==> src/hw/rtl/mtsq_pkg.sv <==
package mtsq_pkg;

	// Default width of the tick fields
	localparam int TIME_BITS_DEF = 31;

	// Fixed field widths
	localparam int INDEX_BITS = 31;
	localparam int CODE_BITS  = 4;
	localparam int CLASS_BITS = 4;
	localparam int PULSE_BITS = 17;

	// Configuration register widths
	localparam int NUM_BITS      = 8;
	localparam int UNIT_BITS     = 7;
	localparam int PPQ_BITS      = 15;
	localparam int CFG_DATA_BITS = 15;
	localparam int CFG_IDX_BITS  = 2;

	// Derived value widths
	localparam int BEAT_BITS = 17;
	localparam int MLEN_BITS = 24;
	localparam int THR_BITS  = 17;

	// Number of class thresholds and of valid duration codes
	localparam int NUM_THR   = 9;
	localparam int NUM_CODES = 10;

	// Register reset values
	localparam logic [NUM_BITS-1:0]  RST_BEATS_PER_BAR      = 8'd4;
	localparam logic [UNIT_BITS-1:0] RST_BEAT_UNIT          = 7'd4;
	localparam logic [PPQ_BITS-1:0]  RST_PULSES_PER_QUARTER = 15'd480;

	typedef enum logic [CFG_IDX_BITS-1:0] {
		REG_BEATS_PER_BAR      = 2'd0,
		REG_BEAT_UNIT          = 2'd1,
		REG_PULSES_PER_QUARTER = 2'd2
	} cfg_reg_t;

	typedef enum logic [CODE_BITS-1:0] {
		DUR_WHOLE          = 4'd0,
		DUR_DOTTED_HALF    = 4'd1,
		DUR_HALF           = 4'd2,
		DUR_DOTTED_QUARTER = 4'd3,
		DUR_QUARTER        = 4'd4,
		DUR_DOTTED_EIGHTH  = 4'd5,
		DUR_EIGHTH         = 4'd6,
		DUR_TRIPLET        = 4'd7,
		DUR_SIXTEENTH      = 4'd8,
		DUR_THIRTY_SECOND  = 4'd9
	} dur_t;

	// Signature-derived values; the user must keep them static while items are in flight, not enforced
	typedef struct packed {
		logic [MLEN_BITS-1:0]                  meas_len;
		logic                                  meas_zero;
		logic [NUM_THR-1:0][THR_BITS-1:0]      thr;
		logic [NUM_CODES-1:0][PULSE_BITS-1:0]  code_len;
	} cfg_drv_t;

	// Result fields that ride alongside the measure division
	typedef struct packed {
		logic [CODE_BITS-1:0]  stem;
		logic [PULSE_BITS-1:0] pulses;
		logic [CLASS_BITS-1:0] nearest;
	} side_t;

endpackage

==> src/hw/rtl/mtsq_front.sv <==
module mtsq_front import mtsq_pkg::*; #(
	parameter int TIME_BITS = TIME_BITS_DEF
) (
	input  logic                 clk,
	input  logic                 arst_n,
	input  logic                 adv,
	input  logic                 in_valid,
	input  logic [TIME_BITS-1:0] time_pulses,
	input  logic [TIME_BITS-1:0] length_pulses,
	input  logic [CODE_BITS-1:0] duration_code,
	input  cfg_drv_t             drv,
	output logic                 out_valid,
	output logic [TIME_BITS-1:0] out_time,
	output side_t                out_side
);

	localparam int CMP_BITS = (TIME_BITS > THR_BITS) ? TIME_BITS : THR_BITS;

	logic                 valid_s1;
	logic [TIME_BITS-1:0] time_s1;
	logic [TIME_BITS-1:0] len_s1;
	logic [CODE_BITS-1:0] code_s1;

	logic                 valid_s2;
	logic [TIME_BITS-1:0] time_s2;
	logic [TIME_BITS-1:0] len_s2;
	logic [CODE_BITS-1:0] code_s2;
	logic [CODE_BITS-1:0] stem_s2;

	logic                 valid_s3;
	logic [TIME_BITS-1:0] time_s3;
	side_t                side_s3;

	logic [CODE_BITS-1:0]  stem_d;
	logic [CLASS_BITS-1:0] nearest_d;
	logic [PULSE_BITS-1:0] pulses_d;

	// Valid bits advance with the pipeline
	always_ff @(posedge clk or negedge arst_n) begin
		if (!arst_n) begin
			valid_s1 <= 1'b0;
			valid_s2 <= 1'b0;
			valid_s3 <= 1'b0;
		end else if (adv) begin
			valid_s1 <= in_valid;
			valid_s2 <= valid_s1;
			valid_s3 <= valid_s2;
		end
	end

	// Map dotted classes to their undotted stem
	always_comb begin
		case (code_s1)
			DUR_DOTTED_HALF:    stem_d = DUR_HALF;
			DUR_DOTTED_QUARTER: stem_d = DUR_QUARTER;
			DUR_DOTTED_EIGHTH:  stem_d = DUR_EIGHTH;
			default:            stem_d = code_s1;
		endcase
	end

	// Take the first threshold that the length reaches; none gives thirty-second
	always_comb begin
		nearest_d = DUR_THIRTY_SECOND;
		for (int i = NUM_THR - 1; i >= 0; i--) begin
			if (CMP_BITS'(len_s2) >= CMP_BITS'(drv.thr[i])) begin
				nearest_d = CLASS_BITS'(i);
			end
		end
		if (code_s2 < CODE_BITS'(NUM_CODES)) begin
			pulses_d = drv.code_len[code_s2];
		end else begin
			pulses_d = '0;
		end
	end

	// Payload stages
	always_ff @(posedge clk) begin
		if (adv) begin
			time_s1 <= time_pulses;
			len_s1  <= length_pulses;
			code_s1 <= duration_code;

			time_s2 <= time_s1;
			len_s2  <= len_s1;
			code_s2 <= code_s1;
			stem_s2 <= stem_d;

			time_s3         <= time_s2;
			side_s3.stem    <= stem_s2;
			side_s3.pulses  <= pulses_d;
			side_s3.nearest <= nearest_d;
		end
	end

	assign out_valid = valid_s3;
	assign out_time  = time_s3;
	assign out_side  = side_s3;

	a_nearest_range: assert property (@(posedge clk) disable iff (!arst_n)
		valid_s3 |-> side_s3.nearest <= CLASS_BITS'(DUR_THIRTY_SECOND))
		else $error("nearest class out of range");

	a_stem_undotted: assert property (@(posedge clk) disable iff (!arst_n)
		valid_s3 |-> (side_s3.stem != DUR_DOTTED_HALF) && (side_s3.stem != DUR_DOTTED_QUARTER)
			&& (side_s3.stem != DUR_DOTTED_EIGHTH))
		else $error("stem code still dotted");

	a_invalid_code_zero: assert property (@(posedge clk) disable iff (!arst_n)
		valid_s3 && (side_s3.stem >= CODE_BITS'(NUM_CODES)) |-> side_s3.pulses == '0)
		else $error("invalid duration code gave nonzero pulses");

endmodule

==> config.mk <==
export PLATFORM = sky130hd
export DESIGN_NAME = mtsq_front
export DESIGN_NICKNAME = d
export VERILOG_FILES = /design/src/hw/rtl/mtsq_pkg.sv /design/src/hw/rtl/mtsq_front.sv
export SDC_FILE = /design/constraint.sdc
export NUM_CORES = 1
export LEC_CHECK = 0
export BUFFER_PORTS_ARGS = -buffer_cell sky130_fd_sc_hd__buf_2
export CORE_AREA = 2 2 184 186
export CTS_CLUSTER_DIAMETER = 30
export DETAILED_ROUTE_END_ITERATION = 8
export DIE_AREA = 0 0 186 188
export SYNTH_ARGS = -nofsm -noshare
export SYNTH_HDL_FRONTEND = slang
export SYNTH_SLANG_ARGS = --single-unit
==> constraint.sdc <==
create_clock -name clk -period 3.2 [get_ports clk]
set_clock_uncertainty 0.1 [all_clocks]
set_input_delay 0.8 -clock clk [delete_from_list [all_inputs] [get_ports clk]]
set_output_delay 0.8 -clock clk [all_outputs]
set_load 0.01 [all_outputs]
==> results.toml, run 1 <==
[yosys]
synth_top_flop_cell = "edfxtp_1"
netlist_area_sq_um = 11200
synth_cell_types = 55
ys_top_cells_by_area = "edfxtp_1, ha_1, mux4_2, inv_1, mux2i_1"
syn_nets = 1436
synth_cells = 865
yosysTopAreaCellShare_pct = 51.4
synth_edf_count = 192
synth_largest_area_cell = "edfxtp_1"
yosysWarningCount = 0
synth_seq_area_share_pct = 52.1
ys_seq_elements = 195
synthArstFlopShare_pct = 1.54
avgSynthCellArea_sq_um = 13.0

[critical_path]
arrival_ns = 3.11
r2r_start = "len_s2[9]"
startpoint_type = "flop"
cpPeakStageDelay_ns = 0.79
rr_worst_depth = 9
startpoint = "len_s2[9]"
path_delay_family = "compound AO/OA/AOI/OAI gates"
cp_num_buf_inv = 1
crit_path_max_fanout = 9
crit_cells = 9
end_kind = "flop"
critPathKind = "reg -> reg"
r2r-end = "out_side[0]"
r2r_slack_ns = 0.25
cp_slowest_cell = "edfxtp_1"
cp.required_ns = 3.36
crit_chain = "ha_1 -> nand2_1 -> o21ai_0 -> o311ai_1 -> buf_4 -> nand4_1 -> or3_1 -> o221a_1 -> o31ai_2"
crit_end = "out_side[0]"

[drt]
via_per_inst = 4.71
drc = 0
firstDrtPassIters = 4
drt_iter0_drc = 326
antenna_left = 0
drt-total-wl_mm = 34.5
top_layer_used = "met5"
met3WireLength_mm = 1.95
met1_length_mm = 12.1
met2_length_mm = 19.3
vias = 8489
post_drt_wl_per_cell_microns = 19.1

[sta]
rsz0062_at_grt = "no"
post-route-period-util_pct = 92.2
maxSlewHeadroom_pct = 53.8
setup_viol = 0
setup_tns_ns = 0
slew_violations = 0
fmax_mhz = 339
fin_crit_ns = 2.95
hold_viol_final = 0
max_slew.worst_pin.slew_ns = 0.692
whs_ns = 0.0415

[global_route]
grt_antenna_before_repair = 14
grt_pass1_vias = 8826
grt_pass1_wl_mm = 49.8
track_usage_pct = 19.5
gr-total-overflow = 0
grt_max_degree = 71

[clocking]
cts_made_buffers = 17
cts_post_setup_buffers_inserted = 0
clk_latency_ns = 0.43
cts_tree = "done"
clk_pin_slew_ns = 0.09
h-tree-depth = 4
clkSinkCount = 195
cts_resized = 0
clock-root-buffer = "clkbuf_16"
cts_buffer_depth = 2
postCtsHoldBufs = 0

[placement]
dpl.hpwl_mm = 28.9
dp.cells = 1762
place_congestion = 0.897
port_buffers = 449

[worst_hold_path]
hp-class = "in -> async"

[pwr]
switchingPower_mw = 1.78
ir_drop_mv = 0.329
p_int_mw = 4.68
p_leak_nw = 7.03
p_comb_share_pct = 17.1
powerDensity_nw_per_um2 = 436
pwr-share-clk_pct = 34.4
switching_share_pct = 27.5
p_seq_share_pct = 48.5

[finish]
final_nets = 1904
seq_area_sq_um = 5840
multi_input_area_sq_um = 4760
fill_cells = 3111
drive_above_1_share_pct = 40.3
area_growth_pct = 31.9
stdcell_count = 1802

[floorplanning]
ios = 475
fp.dieW_microns = 186
rows = 67
die_h_microns = 188
core_area_sq_um = 33100
start_util_pct = 33.9
dieArea_sq_um = 35000

[status]
outcome = "finished, final reports clean"

[run]
maxCapViolCount = 0
## per-layer routing
layer,GRT usage (%),vias up
met5,0,-
met4,7.18,2
li1,-,4225
met1,19.7,3867
met2,39.1,341
met3,3.38,54
## logic make-up (layout without fill, tap and decap cells)
group,count (synthesis),in the layout,share of synthesized area [%]
buffers and inverters,163,644,5.50
muxes,71,71,10.2
other,0,8,0
DFF,195,195,52.1
adders and majority gates,153,153,17.1
and+or+nand+nor,127,127,6.39
AOI/OAI and AO/OA,156,156,8.80
## metrics by stage
stage	utilization (%)	cell area, sq um	setup slack (ns)	total power [mW]
after floorplan	-	11200	0.479	3.73
after global placement	42.7	14100	0.0958	4.27
after detailed placement	42.7	14100	0.0625	4.30
after CTS	44.6	14800	0.260	6.55
after global routing	44.7	14800	0.101	6.77
final	44.7	14800	0.248	6.45
## cell type report
cell class              instances  area share [%]
diodes                          8           0.135
well taps                     448            3.79
clock buffers                  17            2.88
flip-flops and latches        195            39.5
clock inverters                15            1.45
inverters                     147            3.73
repair buffers                465            16.4
multi-input cells             507            32.2
## worst min-delay path by stage
stage,endpoint,slack [ns]
final,valid_s1,0.04
after global placement,out_time[9],0.30
after CTS,valid_s1,0.02
after floorplan,len_s2[0],0.30
after detailed placement,len_s2[18],0.30
after global routing,valid_s1,0.02
## placed cells by master (no fill, tap or decap), types with 9 or more instances in the layout
master,synthesis,routed
inv_1,147,147
buf_2,4,448
a21o_1,20,20
ha_1,153,153
o21ai_0,22,22
mux2i_1,34,34
a211oi_1,11,11
clkbuf_16,0,17
a21oi_1,53,53
nor2_1,16,16
edfxtp_1,192,192
mux4_2,34,34
nand2_1,34,34
o22ai_1,17,17
nand3_1,9,9
buf_4,0,12
nand4_1,26,26
## synthesized netlist by cell type, types with 4 or more instances
master,number
nand2_1,34
clkbuf_1,10
o21ai_0,22
o21a_1,4
nand3_1,9
mux4_2,34
edfxtp_1,192
nand3b_1,4
nand4_1,26
a211oi_1,11
a21o_1,20
inv_1,147
buf_2,4
o211ai_1,7
ha_1,153
o22ai_1,17
a21oi_1,53
nor2b_1,8
nor2_1,16
mux2i_1,34
nor3_1,7
## registers in the layout, summed over array words and instances, names as in the netlist, 4 cells and up
register	flops
code_s1	4
code_s2	4
time_s2	31
stem_s2	4
len_s1	31
len_s2	31
out_time	31
out_side	25
time_s1	31
## power by group through the flow
stage          clock (mW)  sequential [mW]  combinational, mW
2_1_floorplan           0             3.18              0.552
6_report             2.22             3.13               1.10
3_5_place_dp            0             3.19               1.11
3_3_place_gp            0             3.18               1.08
4_1_cts              2.30             3.13               1.12
5_1_grt              2.38             3.15               1.24
(Power assumes the default switching activity.)
==> run 2: changes to the inputs <==
--- a/config.mk
+++ b/config.mk
@@ -10,6 +10,7 @@
 export CTS_CLUSTER_DIAMETER = 30
 export DETAILED_ROUTE_END_ITERATION = 8
 export DIE_AREA = 0 0 186 188
+export PLACE_DENSITY_LB_ADDON = 0.12
 export SYNTH_ARGS = -nofsm -noshare
 export SYNTH_HDL_FRONTEND = slang
 export SYNTH_SLANG_ARGS = --single-unit
==> run 2 against run 1 <==
- core utilization fell by 0.053 points
- maximum frequency rose by 2.2%
- power fell by 2.0%
- non-clock buffer count rose by 4
- count of clock-buffer cells in the layout rose by 1
- final cell count rose by 0.22%
- hold slack improved by 0.0044 ns
- critical path type unchanged
- wire length rose by 0.93%
- setup slack improved by 0.064 ns
- cell area fell by 0.12%
- largest power group unchanged
==> results.toml, run 2 (synthesis results as in run 1) <==
[floorplanning]
start_util_pct = 33.9
die_h_microns = 188
rows = 67
core_area_sq_um = 33100
ios = 475
fp.dieW_microns = 186
dieArea_sq_um = 35000

[clocking]
postCtsHoldBufs = 0
cts_post_setup_buffers_inserted = 0
cts_resized = 0
cts_buffer_depth = 2
h-tree-depth = 4
clock-root-buffer = "clkbuf_16"
clk_pin_slew_ns = 0.08
clkSinkCount = 195
cts_made_buffers = 17
cts_tree = "done"
clk_latency_ns = 0.43

[sta]
post-route-period-util_pct = 90.3
fmax_mhz = 346
maxSlewHeadroom_pct = 54.9
max_slew.worst_pin.slew_ns = 0.676
fin_crit_ns = 2.89
whs_ns = 0.0459
setup_tns_ns = 0
setup_viol = 0
rsz0062_at_grt = "no"
slew_violations = 0
hold_viol_final = 0

[global_route]
grt_antenna_before_repair = 11
grt_max_degree = 67
grt_pass1_vias = 8867
gr-total-overflow = 0
track_usage_pct = 19.8
grt_pass1_wl_mm = 50.5

[critical_path]
end_kind = "flop"
crit_path_max_fanout = 9
cp.required_ns = 3.37
arrival_ns = 3.06
startpoint_type = "flop"
critPathKind = "reg -> reg"

[run]
maxCapViolCount = 0

[drt]
post_drt_wl_per_cell_microns = 19.3
drt_iter0_drc = 348
drt-total-wl_mm = 34.8
via_per_inst = 4.76
firstDrtPassIters = 4
drc = 0
vias = 8604
antenna_left = 0

[placement]
port_buffers = 449
dpl.hpwl_mm = 28.7
place_congestion = 0.874

[worst_hold_path]
hp-class = "in -> async"

[finish]
drive_above_1_share_pct = 40.4
final_common_cell = "buf_2"
final_nets = 1908
final_cell_mix = "buf_2, edfxtp_1, ha_1"
area_growth_pct = 31.7

[pwr]
p_leak_nw = 7.02
p_total_mw = 6.32
ir_drop_mv = 0.391
powerDensity_nw_per_um2 = 428

[status]
outcome = "finished, final reports clean"
==> run 2: cell types whose count changed in the layout (fill, tap and decap cells not counted), sizes merged <==
cell	change
inv	-2
buf	+3
clkinvlp	+1
clkbuf	+2
==> run 2: stage by stage <==
| stage | cells | util (%) | setup slack [ns] | area, sq um |
|---|---|---|---|---|
| final | 1806 | 44.6 | 0.312 | 14800 |
| after detailed placement | 1766 | 42.8 | 0.0511 | 14200 |
| after global placement | 1766 | 42.8 | 0.0799 | 14200 |
| after floorplan | 865 | - | 0.479 | 11200 |
| after global routing | 1803 | 44.6 | 0.0311 | 14800 |
| after CTS | 1798 | 44.6 | 0.284 | 14800 |
==> run 2: final cells by class <==
class                           instances  area, sq um
Antenna cell                            8         20.0
Sequential cell                       195         5840
Clock inverter                         14          160
Clock buffer                           18          429
Fill cell                            3189        18300
Multi-Input combinational cell        507         4760
Inverter                              147          552
Tap cell                              448          561
Timing Repair Buffer                  469         2460
==> run 2: path summary, 6_finish.rpt <==
| path | from | endpoint | slack (ns) | depth (start not counted) |
|---|---|---|---|---|
| setup reg to reg | len_s2[2] | out_side[2] | 0.31 | 8 |
| min in group clk | len_s1[28] | len_s2[28] | 0.31 | 0 |
| setup / recovery | len_s2[2] | out_side[2] | 0.31 | 8 |
| hold reg to reg | len_s1[28] | len_s2[28] | 0.31 | 0 |
| hold / removal | arst_n | valid_s1 | 0.05 | 1 |
| max in group asynchronous | arst_n | out_valid | 2.85 | 1 |
==> run 2: critical path, stage by stage (launching register included) <==
cell and delay, ns:
edfxtp_1 0.60, ha_1 0.38, a21o_1 0.16, a21o_1 0.17
a2111oi_0 0.51, o211ai_1 0.17, a21oi_1 0.23, nand3_1 0.16
nor3b_1 0.23
==> run 2: power breakdown <==
part,total (mW),leakage [nW],internal [mW],switching (mW)
Combinational,1.11,4.82,0.555,0.554
Clock,2.10,0.280,1.05,1.05
Sequential,3.12,1.92,3.03,0.0903
==> run 2: per-layer routing <==
| metal | GRT usage [%] | routed length [microns] | up-vias |
|---|---|---|---|
| li1 | - | - | 4232 |
| met5 | 0 | 0 | - |
| met1 | 20.3 | 12700 | 4028 |
| met3 | 3.26 | 1780 | 30 |
| met2 | 40.2 | 19800 | 314 |
| met4 | 5.42 | 509 | 0 |
