## config.mk

```make
export PLATFORM = sky130hd
export DESIGN_NAME = mtsq_cfg
export DESIGN_NICKNAME = d
export VERILOG_FILES = /design/src/hw/rtl/mtsq_pkg.sv /design/src/hw/rtl/mtsq_cfg.sv
export SDC_FILE = /design/constraint.sdc
export NUM_CORES = 1
export LEC_CHECK = 0
export BUFFER_PORTS_ARGS = -buffer_cell sky130_fd_sc_hd__buf_2
export CAP_MARGIN = 20
export CORE_ASPECT_RATIO = 1.5
export CORE_UTILIZATION = 60
export CTS_CLUSTER_SIZE = 14
export DETAILED_ROUTE_END_ITERATION = 8
export HOLD_SLACK_MARGIN = 0.02
export PLACE_DENSITY = 0.8
export SYNTH_ARGS = -nofsm -noshare
export SYNTH_HDL_FRONTEND = slang
export SYNTH_SLANG_ARGS = --single-unit
```

## constraint.sdc

```tcl
create_clock -name clk -period 15.2 [get_ports clk]
set_clock_uncertainty 0.2 [all_clocks]
set_input_delay 3.04 -clock clk [delete_from_list [all_inputs] [get_ports clk]]
set_output_delay 3.04 -clock clk [all_outputs]
set_load 0.1 [all_outputs]
```

## src/hw/rtl/mtsq_pkg.sv

```systemverilog
package mtsq_pkg;

	// Default width of the tick fields
	localparam int TIME_BITS_DEF = 31;

	// Fixed field widths
	localparam int INDEX_BITS = 31;
	localparam int CODE_BITS  = 4;
	localparam int CLASS_BITS = 4;
	localparam int PULSE_BITS = 17;

	// Configuration register widths
	localparam int NUM_BITS      = 8;
	localparam int UNIT_BITS     = 7;
	localparam int PPQ_BITS      = 15;
	localparam int CFG_DATA_BITS = 15;
	localparam int CFG_IDX_BITS  = 2;

	// Derived value widths
	localparam int BEAT_BITS = 17;
	localparam int MLEN_BITS = 24;
	localparam int THR_BITS  = 17;

	// Number of class thresholds and of valid duration codes
	localparam int NUM_THR   = 9;
	localparam int NUM_CODES = 10;

	// Register reset values
	localparam logic [NUM_BITS-1:0]  RST_BEATS_PER_BAR      = 8'd4;
	localparam logic [UNIT_BITS-1:0] RST_BEAT_UNIT          = 7'd4;
	localparam logic [PPQ_BITS-1:0]  RST_PULSES_PER_QUARTER = 15'd480;

	typedef enum logic [CFG_IDX_BITS-1:0] {
		REG_BEATS_PER_BAR      = 2'd0,
		REG_BEAT_UNIT          = 2'd1,
		REG_PULSES_PER_QUARTER = 2'd2
	} cfg_reg_t;

	typedef enum logic [CODE_BITS-1:0] {
		DUR_WHOLE          = 4'd0,
		DUR_DOTTED_HALF    = 4'd1,
		DUR_HALF           = 4'd2,
		DUR_DOTTED_QUARTER = 4'd3,
		DUR_QUARTER        = 4'd4,
		DUR_DOTTED_EIGHTH  = 4'd5,
		DUR_EIGHTH         = 4'd6,
		DUR_TRIPLET        = 4'd7,
		DUR_SIXTEENTH      = 4'd8,
		DUR_THIRTY_SECOND  = 4'd9
	} dur_t;

	// Signature-derived values; the user must keep them static while items are in flight, not enforced
	typedef struct packed {
		logic [MLEN_BITS-1:0]                  meas_len;
		logic                                  meas_zero;
		logic [NUM_THR-1:0][THR_BITS-1:0]      thr;
		logic [NUM_CODES-1:0][PULSE_BITS-1:0]  code_len;
	} cfg_drv_t;

	// Result fields that ride alongside the measure division
	typedef struct packed {
		logic [CODE_BITS-1:0]  stem;
		logic [PULSE_BITS-1:0] pulses;
		logic [CLASS_BITS-1:0] nearest;
	} side_t;

endpackage

```

## src/hw/rtl/mtsq_cfg.sv

```systemverilog
module mtsq_cfg import mtsq_pkg::*; (
	input  logic                     clk,
	input  logic                     arst_n,
	input  logic                     cfg_we,
	input  logic [CFG_IDX_BITS-1:0]  cfg_index,
	input  logic [CFG_DATA_BITS-1:0] cfg_data,
	output cfg_drv_t                 drv
);

	localparam int RECIP_BITS  = 21;
	localparam int RECIP_SHIFT = 20;
	localparam int PROD_BITS   = 20;
	localparam int DSEL_BITS   = 5;
	localparam int THIRD_SHIFT = 16;

	localparam logic [UNIT_BITS-1:0] QUARTER_UNIT = 7'd4;
	localparam logic [NUM_BITS-1:0]  FIVE_BEATS   = 8'd5;
	localparam logic [NUM_BITS-1:0]  FOUR_BEATS   = 8'd4;
	localparam logic [PPQ_BITS-1:0]  THIRD_RECIP  = 15'd21846;

	// Threshold multipliers on ppq, then shift (whole/32 -> /8, whole/64 -> /16)
	localparam logic [4:0] THR_MULT [NUM_THR] = '{5'd28, 5'd20, 5'd14, 5'd10, 5'd7,
		5'd5, 5'd6, 5'd5, 5'd3};
	localparam int THR_SHIFT [NUM_THR] = '{3, 3, 3, 3, 3, 3, 4, 4, 4};

	// ceil(2^20 / d): exact floor division of any 15-bit ppq by d
	function automatic logic [RECIP_BITS-1:0] beat_recip(input logic [DSEL_BITS-1:0] d);
		logic [RECIP_BITS-1:0] r;
		unique case (d)
			5'd1:    r = 21'd1048576;
			5'd2:    r = 21'd524288;
			5'd3:    r = 21'd349526;
			5'd4:    r = 21'd262144;
			5'd5:    r = 21'd209716;
			5'd6:    r = 21'd174763;
			5'd7:    r = 21'd149797;
			5'd8:    r = 21'd131072;
			5'd9:    r = 21'd116509;
			5'd10:   r = 21'd104858;
			5'd11:   r = 21'd95326;
			5'd12:   r = 21'd87382;
			5'd13:   r = 21'd80660;
			5'd14:   r = 21'd74899;
			5'd15:   r = 21'd69906;
			5'd16:   r = 21'd65536;
			5'd17:   r = 21'd61681;
			5'd18:   r = 21'd58255;
			5'd19:   r = 21'd55189;
			5'd20:   r = 21'd52429;
			5'd21:   r = 21'd49933;
			5'd22:   r = 21'd47663;
			5'd23:   r = 21'd45591;
			5'd24:   r = 21'd43691;
			5'd25:   r = 21'd41944;
			5'd26:   r = 21'd40330;
			5'd27:   r = 21'd38837;
			5'd28:   r = 21'd37450;
			5'd29:   r = 21'd36158;
			5'd30:   r = 21'd34953;
			5'd31:   r = 21'd33826;
			default: r = '0;
		endcase
		return r;
	endfunction

	logic [NUM_BITS-1:0]  beats_q;
	logic [UNIT_BITS-1:0] unit_q;
	logic [PPQ_BITS-1:0]  ppq_q;

	logic [BEAT_BITS-1:0]                  beat_q;
	logic [MLEN_BITS-1:0]                  meas_len_q;
	logic [NUM_THR-1:0][THR_BITS-1:0]      thr_q;
	logic [NUM_CODES-1:0][PULSE_BITS-1:0]  code_len_q;

	logic [PPQ_BITS+RECIP_BITS-1:0] beat_prod;
	logic [BEAT_BITS-1:0]           beat_d;
	logic [NUM_BITS-1:0]            num_d;
	logic [PULSE_BITS-1:0]          q_x;
	logic [PULSE_BITS-1:0]          e_x;
	logic [PULSE_BITS-1:0]          s_x;
	logic [2*PPQ_BITS-1:0]          third_prod;

	// Write the time signature registers
	always_ff @(posedge clk or negedge arst_n) begin
		if (!arst_n) begin
			beats_q <= RST_BEATS_PER_BAR;
			unit_q  <= RST_BEAT_UNIT;
			ppq_q   <= RST_PULSES_PER_QUARTER;
		end else if (cfg_we) begin
			unique case (cfg_index)
				REG_BEATS_PER_BAR:      beats_q <= cfg_data[NUM_BITS-1:0];
				REG_BEAT_UNIT:          unit_q  <= cfg_data[UNIT_BITS-1:0];
				REG_PULSES_PER_QUARTER: ppq_q   <= cfg_data[PPQ_BITS-1:0];
				default: begin
				end
			endcase
		end
	end

	// Beat length: 2*ppq below a quarter unit, else ppq / (unit/4)
	always_comb begin
		beat_prod = {{RECIP_BITS{1'b0}}, ppq_q}
			* {{PPQ_BITS{1'b0}}, beat_recip(unit_q[UNIT_BITS-1:2])};
		if (unit_q < QUARTER_UNIT) begin
			beat_d = {1'b0, ppq_q, 1'b0};
		end else begin
			beat_d = BEAT_BITS'(beat_prod >> RECIP_SHIFT);
		end
		num_d = (beats_q == FIVE_BEATS) ? FOUR_BEATS : beats_q;
	end

	// Note lengths from ppq
	always_comb begin
		q_x        = PULSE_BITS'(ppq_q);
		e_x        = q_x >> 1;
		s_x        = q_x >> 2;
		third_prod = {{PPQ_BITS{1'b0}}, ppq_q} * {{PPQ_BITS{1'b0}}, THIRD_RECIP};
	end

	// Register the derived values; meas_len_q is computed from the registered beat_q
	always_ff @(posedge clk) begin
		beat_q     <= beat_d;
		meas_len_q <= MLEN_BITS'({{BEAT_BITS{1'b0}}, num_d} * {{NUM_BITS{1'b0}}, beat_q});
		for (int i = 0; i < NUM_THR; i++) begin
			thr_q[i] <= THR_BITS'((PROD_BITS'(THR_MULT[i]) * PROD_BITS'(ppq_q))
				>> THR_SHIFT[i]);
		end
		code_len_q[DUR_WHOLE]          <= q_x << 2;
		code_len_q[DUR_DOTTED_HALF]    <= q_x + (q_x << 1);
		code_len_q[DUR_HALF]           <= q_x << 1;
		code_len_q[DUR_DOTTED_QUARTER] <= e_x + (e_x << 1);
		code_len_q[DUR_QUARTER]        <= q_x;
		code_len_q[DUR_DOTTED_EIGHTH]  <= s_x + (s_x << 1);
		code_len_q[DUR_EIGHTH]         <= e_x;
		code_len_q[DUR_TRIPLET]        <= PULSE_BITS'(third_prod >> THIRD_SHIFT);
		code_len_q[DUR_SIXTEENTH]      <= s_x;
		code_len_q[DUR_THIRTY_SECOND]  <= s_x >> 1;
	end

	assign drv.meas_len  = meas_len_q;
	assign drv.meas_zero = (meas_len_q == '0);
	assign drv.thr       = thr_q;
	assign drv.code_len  = code_len_q;

endmodule

```

==> results.txt, run 1 <==
Status -> completed
DRT iter0 DRCs -> 1,510
# port buffers -> 327
Die Wd -> 172 um
Seq cells post-synth -> 174
Antenna Violating Nets Remaining -> 0
Fin nets -> 3,678
Period utilization -> 58.1%
Data arrival, critical path -> 8950 ps
Die height -> 258 um
Via Count -> 20,158
DR pass1 iterations -> 6
Met1 Track Usage GR -> 39.3%
CTS root buf -> clkbuf_16
H-tree levels -> 4
Drt total wl -> 74.4 mm
Setup violations, final -> 0
Num rows -> 93
Number of cells produced by synthesis -> 2,861
Yosys warning count -> 0
Worst hold slack -> 289 ps
Async SR Flop Fraction -> 16.1%
RSZ-0062 raised after global routing -> false
Initial antenna violation count -> 8
GRT overflow -> 0
Hold Crit Class -> register to register
Routability cong. -> 0.960
Core footprint -> 42,900 um2
Post-cts repair resize count -> 0
Post-CTS Setup Repair Bufs -> 0
Clk Latency, worst-skew pair -> 470 ps
Initial Util -> 60.9%
Grt peak-use layer -> met2
Startpoint types -> register
Total track usage -> 34.9%
Main flop type after synthesis -> dfxtp_1
Crit Path Class -> register to register
Relative slew slack -> 27.7%
Share of cells above drive strength 1 -> 15.1%
Mean Syn Cell Area -> 9.14 um2
# IOs -> 368
DR DRC count -> 0
Max FO, Critical Path -> 15
Met2 usage -> 57.5%
Layout area overhead -> 5.29%
Library cells used by synthesis -> 81
Post-Syn Area -> 26,200 um2
Number of synthesized flops with an enable pin -> 0
Max_cap viols -> 0
Final Hold Viols -> 0
Die Footprint -> 44,500 um2
Vias in the first global route -> 21,564
CTS buffer count -> 17
Final Max Slew Viols -> 0
Clock Tree Buf Depth -> 2
Avg Vias per Cell -> 5.67
TritonCTS clock tree -> done
Seq/Total Area, Yosys -> 13.9%
First-pass GRT wire length -> 116 mm
Clock sinks -> 174
TNS Setup -> 0 ps
Post-layout minimum cycle time -> 8830 ps
Maximum clock rate -> 0.113 GHz
Worst-path clk slew -> 80 ps
Largest net degree at the start of global routing -> 51
Fill cell count -> 3,510
CP Capture Type -> register
Worst endpoint required time -> 15,330 ps
# hold bufs at CTS -> 0
Slew at the pin closest to its max-slew limit -> 1080 ps
Routed len/inst -> 20.9 um
Hpwl dp -> 57.9 mm
Routing usage on met3 -> 8.51%
-- placed cells by master, fill, tap and decap left out, types with 4 or more instances in the layout --
cell type and instances:
a211oi_1 8, a21boi_0 4, a21o_1 37, a21oi_1 110
a31oi_1 10, and2_1 208, and3_1 8, buf_2 328
buf_4 33, clkbuf_16 17, conb_1 40, dfrtp_1 22
dfstp_2 6, dfxtp_1 146, diode_2 4, fa_1 412
ha_1 277, inv_1 498, inv_8 4, mux2_2 28
nand2_1 274, nand2b_1 18, nand3_1 27, nand3b_1 4
nand4_1 8, nor2_1 96, nor2b_1 23, nor3_1 23
nor3b_1 4, nor4_1 18, o211ai_1 5, o21a_1 9
o21ai_0 72, o21ai_1 7, o21bai_1 11, or3_1 5
xnor2_1 80, xor2_1 25
-- final cells by class --
class,count,area [um2],share of cell area (%)
multi-input combinational,1914,18800,68.4
timing repair buffer,362,1900,6.90
sequential,174,3630,13.2
clock buffer,18,439,1.59
antenna,4,10.0,0.0363
clock inverter,14,144,0.522
tap,570,713,2.59
inverter,500,1880,6.81
-- cell families after synthesis --
family | synth area share (%)
buffers and inverters | 14.9
AND/OR/NAND/NOR | 13.8
flip-flops | 13.9
XOR/XNOR | 3.52
adder cells (fa/ha/maj) | 44.8
multiplexers | 1.41
AO/OA/AOI/OAI | 7.71
other | 0.0143
-- final timing paths --
check                                from    endpoint  slack (ps)  cells after the start
max in group asynchronous          arst_n   unit_q[4]       11810                      1
worst min-delay path             ppq_q[4]    drv[105]         290                      0
min in group asynchronous          arst_n    ppq_q[9]        2470                      1
worst max register to register  unit_q[3]  beat_q[14]        6370                     27
worst max-delay path            unit_q[3]  beat_q[14]        6370                     27
worst min register to register   ppq_q[4]    drv[105]         290                      0
-- cells in the mapped netlist (9+ instances only) --
| library cell | n | area share [%] |
|---|---|---|
| nor4_1 | 20 | 0.48 |
| a21oi_1 | 110 | 2.1 |
| clkbuf_1 | 85 | 1.2 |
| ha_1 | 277 | 13 |
| nand2_1 | 274 | 3.9 |
| o21bai_1 | 11 | 0.32 |
| dfrtp_1 | 22 | 2.1 |
| nor2_1 | 96 | 1.4 |
| nand2b_1 | 18 | 0.43 |
| and2_1 | 208 | 5.0 |
| mux2_2 | 28 | 1.2 |
| xnor2_1 | 80 | 2.7 |
| o21ai_0 | 75 | 1.4 |
| nor3_1 | 24 | 0.46 |
| nor2b_1 | 23 | 0.55 |
| dfxtp_1 | 146 | 11 |
| fa_1 | 412 | 32 |
| a21o_1 | 37 | 1.1 |
| inv_1 | 498 | 7.1 |
| a31oi_1 | 10 | 0.24 |
| o21a_1 | 9 | 0.26 |
| nand3_1 | 27 | 0.52 |
| buf_4 | 218 | 6.3 |
| xor2_1 | 25 | 0.84 |
-- per-layer routing --
| metal | wire length [um] | part of all wire [%] |
|---|---|---|
| met1 | 26700 | 36 |
| met2 | 36400 | 49 |
| met3 | 6110 | 8.2 |
| met4 | 5150 | 6.9 |
| met5 | 70 | 0.094 |
-- per-stage QoR --
stage	instances	cell area (um2)	setup WS, ps	util (%)
final	3556	27500	6370	64.1
after global routing	3554	27500	5930	64.1
after CTS	3550	27500	6400	64.1
after detailed placement	3518	26900	6440	62.7
after global placement	3518	26900	6660	62.7
after floorplan	2900	26300	7170	-
-- critical path, stage by stage, from the launching register on --
cell      delay (ps)
dfrtp_1          540
inv_1            350
ha_1             350
nand2_1          120
o21ai_0          140
nor2_1            90
a211oi_1         440
a21o_1           550
nand2_1          200
fa_1             580
inv_1             60
fa_1             480
fa_1             540
fa_1             530
fa_1             550
inv_1             50
fa_1             520
inv_1             40
ha_1             320
a21o_1           180
a21oi_1          140
o21ai_0          120
or3_1            400
o31a_4           410
a21o_4           260
a211oi_4         250
xor2_1           160
a21oi_1           80
-- sequential cells by signal, summed over array words and instances, names as in the netlist --
signal,count
beat_q,16
beats_q,8
drv,106
meas_len_q,24
ppq_q,15
unit_q,5
Power of run 1 is not shown: default switching activity piles up to over one toggle a cycle in this logic, so the estimate is an artifact.
==> inputs of run 2 (changes only) <==
--- a/config.mk
+++ b/config.mk
@@ -8,11 +8,11 @@
 export BUFFER_PORTS_ARGS = -buffer_cell sky130_fd_sc_hd__buf_2
 export CAP_MARGIN = 20
 export CORE_ASPECT_RATIO = 1.5
-export CORE_UTILIZATION = 60
+export CORE_UTILIZATION = 55
 export CTS_CLUSTER_SIZE = 14
 export DETAILED_ROUTE_END_ITERATION = 8
 export HOLD_SLACK_MARGIN = 0.02
-export PLACE_DENSITY = 0.8
+export PLACE_DENSITY = 0.77
 export SYNTH_ARGS = -nofsm -noshare
 export SYNTH_HDL_FRONTEND = slang
 export SYNTH_SLANG_ARGS = --single-unit
==> constraint.sdc (replaced) <==
create_clock -name clk -period 7.1 [get_ports clk]
set_clock_uncertainty 0.2 [all_clocks]
set_input_delay 1.42 -clock clk [delete_from_list [all_inputs] [get_ports clk]]
set_output_delay 1.42 -clock clk [all_outputs]
set_load 0.1 [all_outputs]
==> run 2 against run 1 <==
Against the previous run: the flow now finishes with violations (negative setup slack); count of clock-buffer cells in the layout stayed put; sequential share of layout area is 1.0 points lower; setup slack got worse by 6900 ps; critical path depth did not move; non-clock buffer count grew 209; die area rose by 9.0%; largest cell class unchanged.
==> results.txt, run 2 (synthesis gave the netlist of run 1 again) <==
Antenna Violating Nets Remaining -> 0
Commonest non-fill, non-tap cell in the layout -> inv_1
Die height -> 269 um
Pre-CTS setup slack -> -867 ps
R2R Setup Slk -> -500 ps
Worst hold path endpoint -> beats_q[0]
Layout area overhead -> 14.1%
# port buffers -> 327
Post-layout minimum cycle time -> 7600 ps
Total track usage -> 32.4%
Die Footprint -> 48,500 um2
Antenna cell count -> 0
Via Count -> 20,889
Num rows -> 97
Post-layout utilization of the core -> 63.7%
GRT overflow -> 0
CTS root buf -> clkbuf_16
Commonest cells after routing, fill and taps aside -> inv_1, fa_1, buf_2, nand2_1, ha_1
Final Hold Viols -> 0
RSZ-0062 raised after global routing -> true
Most frequent CP cell -> fa_1
Crit Path Class -> register to register
CP max stage cell -> dfstp_2
First-pass GRT wire length -> 120 mm
Fill cell count -> 3,878
Hpwl dp -> 62.9 mm
Largest net degree at the start of global routing -> 29
Data arrival, critical path -> 7740 ps
Initial antenna violation count -> 0
Vias in the first global route -> 22,278
Initial Util -> 55.8%
Relative slew slack -> 26.2%
Status -> finished, violations left
Clock Tree Buf Depth -> 2
DRT iter0 DRCs -> 1,374
Final Max Slew Viols -> 0
Met2 routed WL -> 37.6 mm
Cells on worst reg2reg path -> 27
Core footprint -> 46,800 um2
Die Wd -> 180 um
Fin nets -> 3,887
Drt total wl -> 76.3 mm
CP Capture Type -> register
Max reg flops -> 106
H-tree levels -> 4
Max FO, Critical Path -> 7
TritonCTS clock tree -> done
Clk Latency, worst-skew pair -> 470 ps
Max_cap viols -> 0
# IOs -> 368
Startpoint types -> register
Hold Crit Class -> register to register
DRT met1 WL -> 27.5 mm
Min-delay src -> beats_q[0]
Maximum clock rate -> 0.131 GHz
Setup slack after layout -> -505 ps
Highest metal used -> met4
CTS buffer count -> 17
Worst endpoint required time -> 7230 ps
Share of cells above drive strength 1 -> 24.5%
# hold bufs at CTS -> 0
Failing checks -> negative setup slack
Setup violations, final -> 15
RR Startpoint -> unit_q[2]
Avg Vias per Cell -> 5.52
DR pass1 iterations -> 5
FF-to-FF End -> beat_q[14]
Routability cong. -> 0.982
Worst-path clk slew -> 90 ps
CP peak stage delay -> 590 ps
Slew at the pin closest to its max-slew limit -> 1110 ps
Clock sinks -> 174
Hold Path Depth -> 1
WL met3 -> 4.80 mm
Period utilization -> 107%
Worst hold slack -> 339 ps
TNS Setup -> -4950 ps
DR DRC count -> 0
Routed len/inst -> 20.2 um
[run 2: cell count changes in the layout (fill, tap and decap cells not counted), sizes merged]
cell,delta
clkinv,+1
clkbuf,+1
inv,-1
diode,-4
buf,+208
[run 2: cell type report]
type	count	area [um2]	area share, %
Tap cell	594	743	2.49
Timing Repair Buffer	571	3640	12.2
Inverter	500	1880	6.30
Sequential cell	174	3630	12.2
Clock inverter	14	150	0.503
Clock buffer	18	429	1.44
Multi-Input combinational cell	1914	19400	64.9
[run 2: how the worst max path moves through the flow]
stage	start	endpoint
2_1_floorplan	unit_q[2]	beat_q[14]
3_3_place_gp	unit_q[2]	beat_q[13]
3_5_place_dp	unit_q[2]	beat_q[13]
4_1_cts	unit_q[2]	beat_q[14]
5_1_grt	unit_q[2]	beat_q[14]
6_report	unit_q[2]	beat_q[14]
[run 2: worst max-delay path, delay by kind of cell (launching register included)]
kind	cells	cell delay, ps
flops	1	590
simple gates	3	590
xor+xnor	1	170
fa+ha+maj	8	3430
compound gates	7	1220
mux	1	570
buf+inv	7	680
[run 2: repair_timing]
item	CTS	global route
gates resized for setup	98	55
setup endpoints to repair	16	16
pin swaps	76	84
buffers inserted	31	13
cloned	1	0
[run 2: through the flow]
stage          instance area [um2]  cells
6_report                     29900   3785
5_1_grt                      29900   3785
4_1_cts                      29600   3775
3_5_place_dp                 28400   3713
3_3_place_gp                 28400   3713
2_1_floorplan                26500   2900
[run 2: per-layer routing]
layer,vias to the layer above,global-route usage [%]
li1,9276,-
met1,10321,36.5
met2,975,56.5
met3,317,3.94
met4,0,24.7
met5,-,0
Power of run 2 is left out for the same reason.
